==> src/hw/rtl/srcr_pkg.sv <==
package srcr_pkg;

    // ring geometry, settled by the 3-bit slot fields
    localparam int SLOT_COUNT = 8;
    localparam int PtrW       = $clog2(SLOT_COUNT);
    localparam int CntW       = $clog2(SLOT_COUNT + 1);

    // operation codes
    localparam logic [1:0] OP_CLAIM_WR  = 2'd0;
    localparam logic [1:0] OP_RETURN_WR = 2'd1;
    localparam logic [1:0] OP_CLAIM_RD  = 2'd2;
    localparam logic [1:0] OP_RETURN_RD = 2'd3;

    // result codes
    localparam logic [1:0] RC_OK     = 2'd0;
    localparam logic [1:0] RC_NOSLOT = 2'd1;
    localparam logic [1:0] RC_WRONG  = 2'd2;

    typedef enum logic [1:0] {
        ST_FREE   = 2'd0,
        ST_INUSE  = 2'd1,
        ST_FILLED = 2'd2
    } slot_st_t;

    typedef struct packed {
        logic [1:0] opcode;
        logic [2:0] slot_index;
    } req_t;

    typedef struct packed {
        logic [2:0] granted_slot;
        logic [1:0] result_code;
    } rsp_t;

    // ring bookkeeping as seen by the decision logic
    typedef struct packed {
        logic [PtrW-1:0] wp;
        logic [PtrW-1:0] rp;
        logic [CntW-1:0] free_cnt;
        logic [CntW-1:0] filled_cnt;
    } ring_view_t;

    // state changes caused by one request
    typedef struct packed {
        logic            st_wr;
        logic [PtrW-1:0] st_slot;
        slot_st_t        st_val;
        logic            wp_adv;
        logic            rp_adv;
        logic            free_dec;
        logic            free_inc;
        logic            filled_dec;
        logic            filled_inc;
    } ring_upd_t;

endpackage

==> src/hw/rtl/srcr_decide.sv <==
module srcr_decide (
    input  srcr_pkg::req_t              req,
    input  srcr_pkg::ring_view_t        view,
    output logic [srcr_pkg::PtrW-1:0]   look_addr,
    input  srcr_pkg::slot_st_t          look_state,
    output srcr_pkg::rsp_t              rsp,
    output srcr_pkg::ring_upd_t         upd
);
    import srcr_pkg::*;

    logic idx_ok;

    // status lookup: the read pointer for read claims, otherwise the write pointer
    assign look_addr = (req.opcode == OP_CLAIM_RD) ? view.rp : view.wp;

    assign idx_ok = CntW'(req.slot_index) < CntW'(SLOT_COUNT);

    always_comb
    begin
        upd              = '0;
        rsp.granted_slot = '0;
        rsp.result_code  = RC_OK;
        unique case (req.opcode)
            OP_CLAIM_WR:
            begin
                if (view.free_cnt == '0)
                begin
                    rsp.result_code = RC_NOSLOT;
                end
                else if (look_state != ST_FREE)
                begin
                    rsp.result_code  = RC_WRONG;
                    rsp.granted_slot = 3'(view.wp);
                end
                else
                begin
                    rsp.granted_slot = 3'(view.wp);
                    upd.st_wr        = 1'b1;
                    upd.st_slot      = view.wp;
                    upd.st_val       = ST_INUSE;
                    upd.wp_adv       = 1'b1;
                    upd.free_dec     = 1'b1;
                end
            end
            OP_CLAIM_RD:
            begin
                if (view.filled_cnt == '0)
                begin
                    rsp.result_code = RC_NOSLOT;
                end
                else if (look_state != ST_FILLED)
                begin
                    rsp.result_code  = RC_WRONG;
                    rsp.granted_slot = 3'(view.rp);
                end
                else
                begin
                    // read pointer moves on the return, not here
                    rsp.granted_slot = 3'(view.rp);
                    upd.st_wr        = 1'b1;
                    upd.st_slot      = view.rp;
                    upd.st_val       = ST_INUSE;
                    upd.filled_dec   = 1'b1;
                end
            end
            OP_RETURN_WR:
            begin
                rsp.granted_slot = req.slot_index;
                if (!idx_ok)
                begin
                    rsp.result_code = RC_WRONG;
                end
                else
                begin
                    upd.st_wr      = 1'b1;
                    upd.st_slot    = PtrW'(req.slot_index);
                    upd.st_val     = ST_FILLED;
                    upd.filled_inc = 1'b1;
                end
            end
            OP_RETURN_RD:
            begin
                rsp.granted_slot = req.slot_index;
                if (!idx_ok)
                begin
                    rsp.result_code = RC_WRONG;
                end
                else
                begin
                    upd.st_wr    = 1'b1;
                    upd.st_slot  = PtrW'(req.slot_index);
                    upd.st_val   = ST_FREE;
                    upd.rp_adv   = 1'b1;
                    upd.free_inc = 1'b1;
                end
            end
        endcase
    end

endmodule

==> src/hw/rtl/srcr_state.sv <==
module srcr_state (
    input  logic                        clk,
    input  logic                        rst_n,
    input  logic                        apply,
    input  srcr_pkg::ring_upd_t         upd,
    input  logic [srcr_pkg::PtrW-1:0]   look_addr,
    output srcr_pkg::slot_st_t          look_state,
    output srcr_pkg::ring_view_t        view
);
    import srcr_pkg::*;

    localparam logic [PtrW-1:0] LastPtr = PtrW'(SLOT_COUNT - 1);
    localparam logic [CntW-1:0] FullCnt = CntW'(SLOT_COUNT);

    logic [PtrW-1:0] wp_reg, wp_next;
    logic [PtrW-1:0] rp_reg, rp_next;
    logic [CntW-1:0] free_cnt_reg, free_cnt_next;
    logic [CntW-1:0] filled_cnt_reg, filled_cnt_next;
    slot_st_t        slot_st_reg  [SLOT_COUNT];
    slot_st_t        slot_st_next [SLOT_COUNT];

    assign look_state      = slot_st_reg[look_addr];
    assign view.wp         = wp_reg;
    assign view.rp         = rp_reg;
    assign view.free_cnt   = free_cnt_reg;
    assign view.filled_cnt = filled_cnt_reg;

    always_comb
    begin
        wp_next         = wp_reg;
        rp_next         = rp_reg;
        free_cnt_next   = free_cnt_reg;
        filled_cnt_next = filled_cnt_reg;
        slot_st_next    = slot_st_reg;
        if (apply)
        begin
            if (upd.st_wr)
                slot_st_next[upd.st_slot] = upd.st_val;
            if (upd.wp_adv)
                wp_next = (wp_reg == LastPtr) ? '0 : wp_reg + PtrW'(1);
            if (upd.rp_adv)
                rp_next = (rp_reg == LastPtr) ? '0 : rp_reg + PtrW'(1);
            // returns saturate at the slot count
            if (upd.free_dec)
                free_cnt_next = free_cnt_reg - CntW'(1);
            else if (upd.free_inc && free_cnt_reg < FullCnt)
                free_cnt_next = free_cnt_reg + CntW'(1);
            if (upd.filled_dec)
                filled_cnt_next = filled_cnt_reg - CntW'(1);
            else if (upd.filled_inc && filled_cnt_reg < FullCnt)
                filled_cnt_next = filled_cnt_reg + CntW'(1);
        end
    end

    always_ff @(posedge clk or negedge rst_n)
    begin
        if (!rst_n)
        begin
            wp_reg         <= '0;
            rp_reg         <= '0;
            free_cnt_reg   <= FullCnt;
            filled_cnt_reg <= '0;
            for (int i = 0; i < SLOT_COUNT; i++)
                slot_st_reg[i] <= ST_FREE;
        end
        else
        begin
            wp_reg         <= wp_next;
            rp_reg         <= rp_next;
            free_cnt_reg   <= free_cnt_next;
            filled_cnt_reg <= filled_cnt_next;
            slot_st_reg    <= slot_st_next;
        end
    end

endmodule

==> src/hw/rtl/slot_ring_claim_return.sv <==
// slot ring claim/return manager: eight buffer slots shared by one producer
// and one consumer; each request claims or returns a write or read slot
// request channel: request_valid / request_ready carry opcode and slot_index
// response channel: response_valid / response_ready carry granted_slot and
//   result_code (ok, no slot, wrong state), exactly one response per request
// a taken request waits in the input register until the response register is
//   empty or draining, and its response is then registered there
// throughput: one request per cycle while the response channel is free;
//   path: input register, status lookup and count update, response register
// a request sees the ring state left by every earlier request
// claims never wait: an empty count answers at once with no slot
// reset: pointers zero, free count eight, filled count zero, all slots free,
//   both channel registers empty
// receiver stall: the response register holds its response; one more request
//   is still taken into the input register, after which request_ready drops
//   until the response is taken
module slot_ring_claim_return (
    input  logic             clk,
    input  logic             rst_n,
    input  logic             request_valid,
    output logic             request_ready,
    input  srcr_pkg::req_t   request,
    output logic             response_valid,
    input  logic             response_ready,
    output srcr_pkg::rsp_t   response
);
    import srcr_pkg::*;

    logic       in_valid_reg, in_valid_next;
    req_t       in_req_reg;
    logic       out_valid_reg, out_valid_next;
    rsp_t       out_rsp_reg;

    logic       advance;
    logic       take;
    ring_view_t view;
    ring_upd_t  upd;
    rsp_t       rsp;
    logic [PtrW-1:0] look_addr;
    slot_st_t   look_state;

    // the held request moves on when the response register is empty or draining
    assign advance       = in_valid_reg && (!out_valid_reg || response_ready);
    assign request_ready = !in_valid_reg || advance;
    assign take          = request_valid && request_ready;

    assign response_valid = out_valid_reg;
    assign response       = out_rsp_reg;

    srcr_decide u_decide (
        .req        (in_req_reg),
        .view       (view),
        .look_addr  (look_addr),
        .look_state (look_state),
        .rsp        (rsp),
        .upd        (upd)
    );

    // state commits in the same edge as the response is registered
    srcr_state u_state (
        .clk        (clk),
        .rst_n      (rst_n),
        .apply      (advance),
        .upd        (upd),
        .look_addr  (look_addr),
        .look_state (look_state),
        .view       (view)
    );

    always_comb
    begin
        in_valid_next  = take ? 1'b1 : (advance ? 1'b0 : in_valid_reg);
        out_valid_next = advance ? 1'b1 : (response_ready ? 1'b0 : out_valid_reg);
    end

    always_ff @(posedge clk or negedge rst_n)
    begin
        if (!rst_n)
        begin
            in_valid_reg  <= 1'b0;
            out_valid_reg <= 1'b0;
        end
        else
        begin
            in_valid_reg  <= in_valid_next;
            out_valid_reg <= out_valid_next;
        end
    end

    // payload registers, no reset
    always_ff @(posedge clk)
    begin
        if (take)
            in_req_reg <= request;
        if (advance)
            out_rsp_reg <= rsp;
    end

endmodule

==> config.mk <==
export PLATFORM = sky130hd
export DESIGN_NAME = slot_ring_claim_return
export DESIGN_NICKNAME = d
export VERILOG_FILES = /design/src/hw/rtl/srcr_pkg.sv /design/src/hw/rtl/srcr_decide.sv /design/src/hw/rtl/srcr_state.sv /design/src/hw/rtl/slot_ring_claim_return.sv
export SDC_FILE = /design/constraint.sdc
export NUM_CORES = 1
export LEC_CHECK = 0
export ABC_AREA = 1
export BUFFER_PORTS_ARGS = -buffer_cell sky130_fd_sc_hd__buf_2
export CORE_MARGIN = 8
export CORE_UTILIZATION = 50
export CTS_CLUSTER_DIAMETER = 60
export CTS_CLUSTER_SIZE = 20
export DETAILED_ROUTE_END_ITERATION = 8
export PLACE_DENSITY = 0.7
export SKIP_CTS_REPAIR_TIMING = 1
export SYNTH_ARGS = -nofsm -noshare
export SYNTH_HDL_FRONTEND = slang
export SYNTH_SLANG_ARGS = --single-unit
export TNS_END_PERCENT = 10
==> constraint.sdc <==
create_clock -name clk -period 2.6 [get_ports clk]
set_clock_uncertainty 0.05 [all_clocks]
set_input_delay 0.52 -clock clk [delete_from_list [all_inputs] [get_ports clk]]
set_output_delay 0.52 -clock clk [all_outputs]
set_load 0.02 [all_outputs]
* Word-level counts from Yosys, hierarchy flattened
Cells that the tools add are included.
** Storage, ports and cells
- Register bits :: 42
- Input bits :: 9
- Output and inout port bits :: 7
- Logic and storage cells :: 98
** Operators by class
- $add $sub $neg :: 6
- Reductions and logical operators :: 23
- Eq/ne operators :: 6
- Multiplexer cells :: 38
- Magnitude comparators :: 5
- Bitwise operators :: 2
** Operators by type and width (count)
- 6-bit one-hot mux with 4 select lines :: 1
- 16-bit bitwise mux :: 1
- 4-bit 2-to-1 mux :: 4
- 3-bit 2-to-1 mux :: 5
- 5-bit one-hot mux with 3 select lines :: 1
- 2-bit 2-to-1 mux :: 7
- 7-bit 2-to-1 mux :: 2
- 1-bit 2-to-1 mux :: 13
- 6-bit 2-to-1 mux :: 2
- 2-bit AND reduction :: 5
- 2-bit nonzero test :: 5
- 4-bit by 1-bit adder with 4-bit output (second input constant) :: 2
- 4-bit greater-or-equal comparator (second input constant) :: 2
- 4-bit zero test :: 2
- 4-bit less-than comparator (second input constant) :: 2
- 3-bit NOT with 4-bit output :: 2
- 4-bit by 1-bit subtractor with 4-bit output (second input constant) :: 2
- 3-bit by 1-bit adder with 3-bit output (second input constant) :: 2
- 2-bit binary-select mux with 3-bit select :: 1
- 2-bit demux with 3-bit select :: 1
- 3-bit equality test (second input constant) :: 2
- 1-bit logical AND :: 5
- 2-bit equality test (second input constant) :: 2
- 4-bit by 1-bit less-than comparator with 1-bit output (second input constant) :: 1
- 6 further kinds :: 8

* Logic depth before layout (Yosys ltp)
- Word-level depth :: 16
- Depth in mapped cells :: 17
- Mapped depth without buffers :: 17

* By module
A second synthesis with hierarchy kept.
** Unflattened totals
- Cell total of the unflattened synthesis :: 295
- Area, all modules :: 2353.5 sq um
** Modules (own cells, without submodules)
- srcr_state :: times used 1, area an instance 1622.8 sq um, sequential area each 752.0 sq um, cells each 204
- slot_ring_claim_return :: times used 1, area an instance 395.4 sq um, sequential area each 350.3 sq um, cells each 22
- srcr_decide :: times used 1, area an instance 335.3 sq um, sequential area each 0.0 sq um, cells each 69

* Worst setup path after synthesis
OpenSTA, ideal clock, no wires.
- Kind :: register to register
- Start :: reg in_req_reg[3] (netlist name)
- End :: reg u_state.filled_cnt_reg[3]
- Clock period less this slack :: 2602 ps
- Library setup time :: 79 ps
- Setup slack :: -2 ps
- Path buffers :: 0
- Data required time :: 2471 ps
- Arrival :: 2473 ps
- Cell stages (with the launch flop) :: 18
- Cell sequence :: edfxtp_1 > inv_2 > nand2_8 > nand2_4 > nand3_1 > nand3_1 > nand2_1 > nand2_1 > nand2_2 > a21oi_4 > nand2_2 > inv_1 > ha_1 > a21oi_1 > o21ai_0 > xor2_1 > nor2_1 > xor2_1
** On the way
- Cells in the longest elaborated chain, start to end :: 12
- Elaborated cells between the ends (all ways) :: 16
- Those cells by class :: eq/ne (3); mux (9); bitwise (1); reduce/logical (3)
** Ends and longest elaborated chain
- start: declaration :: line slot_ring_claim_return.sv:30 : req_t in_req_reg;
- start signal: assignment :: line slot_ring_claim_return.sv:94 : in_req_reg <= request;
- 2-bit equality test :: line srcr_decide.sv:14, srcr_decide.sv:23
- 3-bit 2-to-1 mux :: line srcr_decide.sv:14 : assign look_addr = (req.opcode == OP_CLAIM_RD) ? view.rp : view.wp;
- 3-bit NOT with 4-bit output (not written as such) :: line srcr_state.sv:22 : assign look_state = slot_st_reg[look_addr];
- 2-bit binary-select mux with 3-bit select :: line srcr_state.sv:22
- 2-bit 2-to-1 mux (not written as such) (2 in a row) :: line srcr_state.sv:22
- 2-bit inequality test :: line srcr_decide.sv:51 : else if (look_state != ST_FILLED)
- 1-bit 2-to-1 mux :: line srcr_decide.sv:51
- 1-bit 2-to-1 mux :: line srcr_decide.sv:47 : if (view.filled_cnt == '0)
- 1-bit 2-to-1 mux :: line srcr_decide.sv:23 : unique case (req.opcode)
- 2-bit nonzero test (no source line)
- 2-bit AND reduction (no source line)
- end signal: assignment :: line srcr_state.sv:71 : filled_cnt_reg <= filled_cnt_next;
- end: declaration :: line srcr_state.sv:18 : logic [CntW-1:0] filled_cnt_reg, filled_cnt_next;
Several ways; a longest one is shown, not always the timed one. The select of a mux whose other input is x is not followed.
A chain may end at the register's enable or synchronous reset.

* Final worst setup path
- Start :: reg in_req_reg[3] (netlist name)
- End :: reg u_state.slot_st_reg[0] (netlist name)
** On the way
- Cells in the longest elaborated chain, start to end :: 16
- Elaborated cells between the ends (all ways) :: 24
- Those cells by class :: order compare (2); eq/ne (4); mux (12); bitwise (2); reduce/logical (4)
** Ends and longest elaborated chain
- 2-bit equality test :: line srcr_decide.sv:14, srcr_decide.sv:23
- 3-bit 2-to-1 mux :: line srcr_decide.sv:14
- 3-bit NOT with 4-bit output (not written as such) :: line srcr_state.sv:22
- 2-bit binary-select mux with 3-bit select :: line srcr_state.sv:22
- 2-bit 2-to-1 mux (not written as such) (2 in a row) :: line srcr_state.sv:22
- 2-bit inequality test / 2-bit nonzero test (equally long branches) :: line srcr_decide.sv:51, srcr_decide.sv:30
- 6-bit 2-to-1 mux / 7-bit 2-to-1 mux (equally long branches) :: line srcr_decide.sv:51, srcr_decide.sv:30
- 6-bit 2-to-1 mux / 7-bit 2-to-1 mux (equally long branches) :: line srcr_decide.sv:47, srcr_decide.sv:26
- 6-bit one-hot mux with 4 select lines * :: line srcr_decide.sv:23
- 3-bit NOT with 4-bit output (not written as such) :: line srcr_state.sv:38 : slot_st_next[upd.st_slot] = upd.st_val;
- 4-bit greater-or-equal comparator (not written as such) / 4-bit by 1-bit less-than comparator with 1-bit output (equally long branches) :: line srcr_state.sv:38
- 1-bit logical AND (not written as such) :: line srcr_state.sv:38
- 2-bit 2-to-1 mux (not written as such) :: line srcr_state.sv:38
- 2-bit demux with 3-bit select :: line srcr_state.sv:38
- 16-bit bitwise mux :: line srcr_state.sv:38
- end signal: assignment :: line srcr_state.sv:72 : slot_st_reg <= slot_st_next;
- end: declaration :: line srcr_state.sv:19 : slot_st_t slot_st_reg [SLOT_COUNT];
Every way passes the cells marked *; elsewhere a longest branch is shown, timed or not. The select of a mux whose other input is x is not followed.

==> metrics.cfg <==
[place]
hpwl_um = 4010
numPortBuffers = 15
pre_cts_slack_ns = 0.0359
dp.cells = 383
placed_area_mm2 = 0.00271
gp_congestion = 0.910

[synthesis]
synth_cells = 294
netlist.area_leader.share = 0.312
yosys_warnings = 0
synth_area_mm2 = 0.00249
yosys-top-cells-area = dfrtp_1 31%, nand2_1 13%, edfxtp_1 12%
syn_nets = 311
yosys.cell_types.count = 35
ys_seq_area_frac = 0.443
syn_area_per_cell_um2 = 8.46
synth_top_area_cell = dfrtp_1
synth_seq_cells = 42

[clock_network]
cts.clk_slew.worst_paths_ns = 0.08
cts_tree = built
cts_buffers = 5
cts-htree-levels = 2
cts-root-buf = clkbuf_8
clk_latency_ns = 0.29
clock-sinks = 42
cts_buffer_depth = 2

[critical_path]
end_kind = flip-flop
rrSetupSlack_ns = 0.02
crit_path_frequent_cell = nand2_1
reg2reg_to = u_state.slot_st_reg[0]$_DFFE_PN0P_
cp_slowest_stage_delay_ns = 0.48
cp.arrival_ns = 2.71
r2r_start = in_req_reg[3]$_DFFE_PP_
worstPathCellList = inv_4, nand2_8, buf_6, o21ai_4, nand3_2, nand2_1, nand2_1, nand2_2, buf_6, nand3_4, nor2_2, nand3b_4, nand2_1, inv_2, nand2_1, nand2_1, nand2_1
rr_worst_depth = 17
required_ns = 2.74
worstSetupPathType = reg -> reg
critPathSlowestCell = edfxtp_1
path_max_fanout = 8
startpoint_type = flip-flop

[die]
die_area_mm2 = 0.00749
start_util = 0.523
num_rows = 25
core_mm2 = 0.00475
ios = 16
die_x_um = 86.5
die_y_um = 86.5

[power_and_ir_drop]
total_power_mw = 3.18
p_leak_nw = 1.46
cellPowerDensity_mw_per_mm2 = 1030
vdd.ir_drop.worst_mv = 0.519

[sta]
rsz0062_at_grt = yes
slew_viol_final = 0
setup_viol = 0
fin_hold_ws_ns = 0.212
fin_crit_ns = 2.58
relSlewSlack = 0.536
finalCritPeriodShare = 0.991
hold_viol = 0
setup_ws_ns = 0.0242
worst_slew_pin_slew_ns = 0.696
max_freq_mhz = 388

[drt]
ant_nets = 0
drt-total-wl_um = 6060
via_count = 2145
avgRoutedWirePerCell_um = 15.1
post-route-drc-count = 0
via_per_inst = 5.34
drt_iter0_drc = 187
drt-pass1-iter-count = 4

[flow_run]
cap_violations = 0

[final_layout]
stdcell_area_mm2 = 0.00310
final_cell_mix = 84 x nand2_1, 31 x dfrtp_1, 29 x nand3_1, 28 x inv_1, 19 x nand3_2
drive_gt1_frac = 0.316
final_common_cell = nand2_1
stdcell_count = 402
final_nets = 351
antennaDiodeCount = 0
area_growth_pct = 24.5
largest_register_ffs = 16

[grt]
grt.overflow.total = 0
grt_pass1_wl_um = 9000
grt_pass1_vias = 1906
grt_usage = 0.151
grt_max_degree = 33
antenna_found_initial = 0

[status]
status = finished, final reports clean

[worst_hold_path]
hold_path.class = in -> async

## per-stage QoR
stage	setup TNS (ns)	util
4_1_cts	0	0.588
3_3_place_gp	0	0.570
3_5_place_dp	0	0.570
5_1_grt	-1.15	0.652
2_1_floorplan	0	-
6_report	0	0.652
## where the power goes
group	switching (mW)	total [mW]	internal, mW
combinational	1.02	1.65	0.627
sequential	0.221	1.13	0.907
clock	0.217	0.400	0.184
total	1.46	3.18	1.72
## worst max-delay path by stage
| stage | startpoint | to |
|---|---|---|
| 6_report | in_req_reg[3]$_DFFE_PP_ | u_state.slot_st_reg[0]$_DFFE_PN0P_ |
| 5_1_grt | in_req_reg[3]$_DFFE_PP_ | u_state.slot_st_reg[3]$_DFFE_PN0P_ |
| 4_1_cts | in_req_reg[3]$_DFFE_PP_ | u_state.filled_cnt_reg[3]$_DFFE_PN0P_ |
| 3_5_place_dp | in_req_reg[3]$_DFFE_PP_ | u_state.filled_cnt_reg[3]$_DFFE_PN0P_ |
| 3_3_place_gp | in_req_reg[3]$_DFFE_PP_ | u_state.filled_cnt_reg[3]$_DFFE_PN0P_ |
| 2_1_floorplan | in_req_reg[3]$_DFFE_PP_ | u_state.filled_cnt_reg[3]$_DFFE_PN0P_ |
## layout make-up
| type | count | area [um^2] |
|---|---|---|
| timing repair buffer | 35 | 262 |
| multi-input combinational | 217 | 1440 |
| sequential | 42 | 1100 |
| inverter | 33 | 126 |
| tap | 67 | 83.8 |
| clock inverter | 3 | 16.3 |
| fill | 408 | 1660 |
| clock buffer | 5 | 68.8 |
## layer usage
layer,vias up,global-route usage,part of all wire
met4,0,0.0657,0.023
met3,13,0.0350,0.048
met5,-,0,0
met2,80,0.246,0.52
met1,1002,0.187,0.41
li1,1050,-,-
## worst max-delay path: cells and delay by family (launching register included)
kind	cells	cell delay, ns
simple gates	12	1.19
buf+inv	4	0.52
flops	1	0.48
compound gates	1	0.21
## cell usage after synthesis
cell type and number:
nand2_4 2, buf_2 1, xor2_1 6, a21oi_1 1
nand4_1 2, nor3_1 1, nand3b_4 2, nand3_2 7
nor4_1 2, nor2_4 3, o221ai_1 3, o21ai_2 3
inv_1 29, ha_1 7, buf_6 1, a21oi_2 1
nand3_1 44, nand3b_1 2, nand2_2 5, nor2_1 16
dfstp_2 1, nand2_1 87, o22ai_1 2, dfrtp_1 31
a21oi_4 1, buf_4 1, edfxtp_1 10, o211ai_2 1
o21bai_1 1, nand3_4 1, nand2_8 1, fa_1 1
o21ai_0 10, nor2_2 4, inv_2 4
## kinds of logic (layout without fill, tap and decap cells)
family                     Yosys count  count (layout)  share of synthesized area
xor gates and xnor gates             6               6                     0.0211
buffers and inverters               36              76                     0.0594
AOI/OAI and AO/OA                   23              23                     0.0664
DFF                                 42              42                      0.443
adders and majority gates            8               8                     0.0433
and+or+nand+nor                    179             180                      0.367
Power figures use the tool's default switching activity.
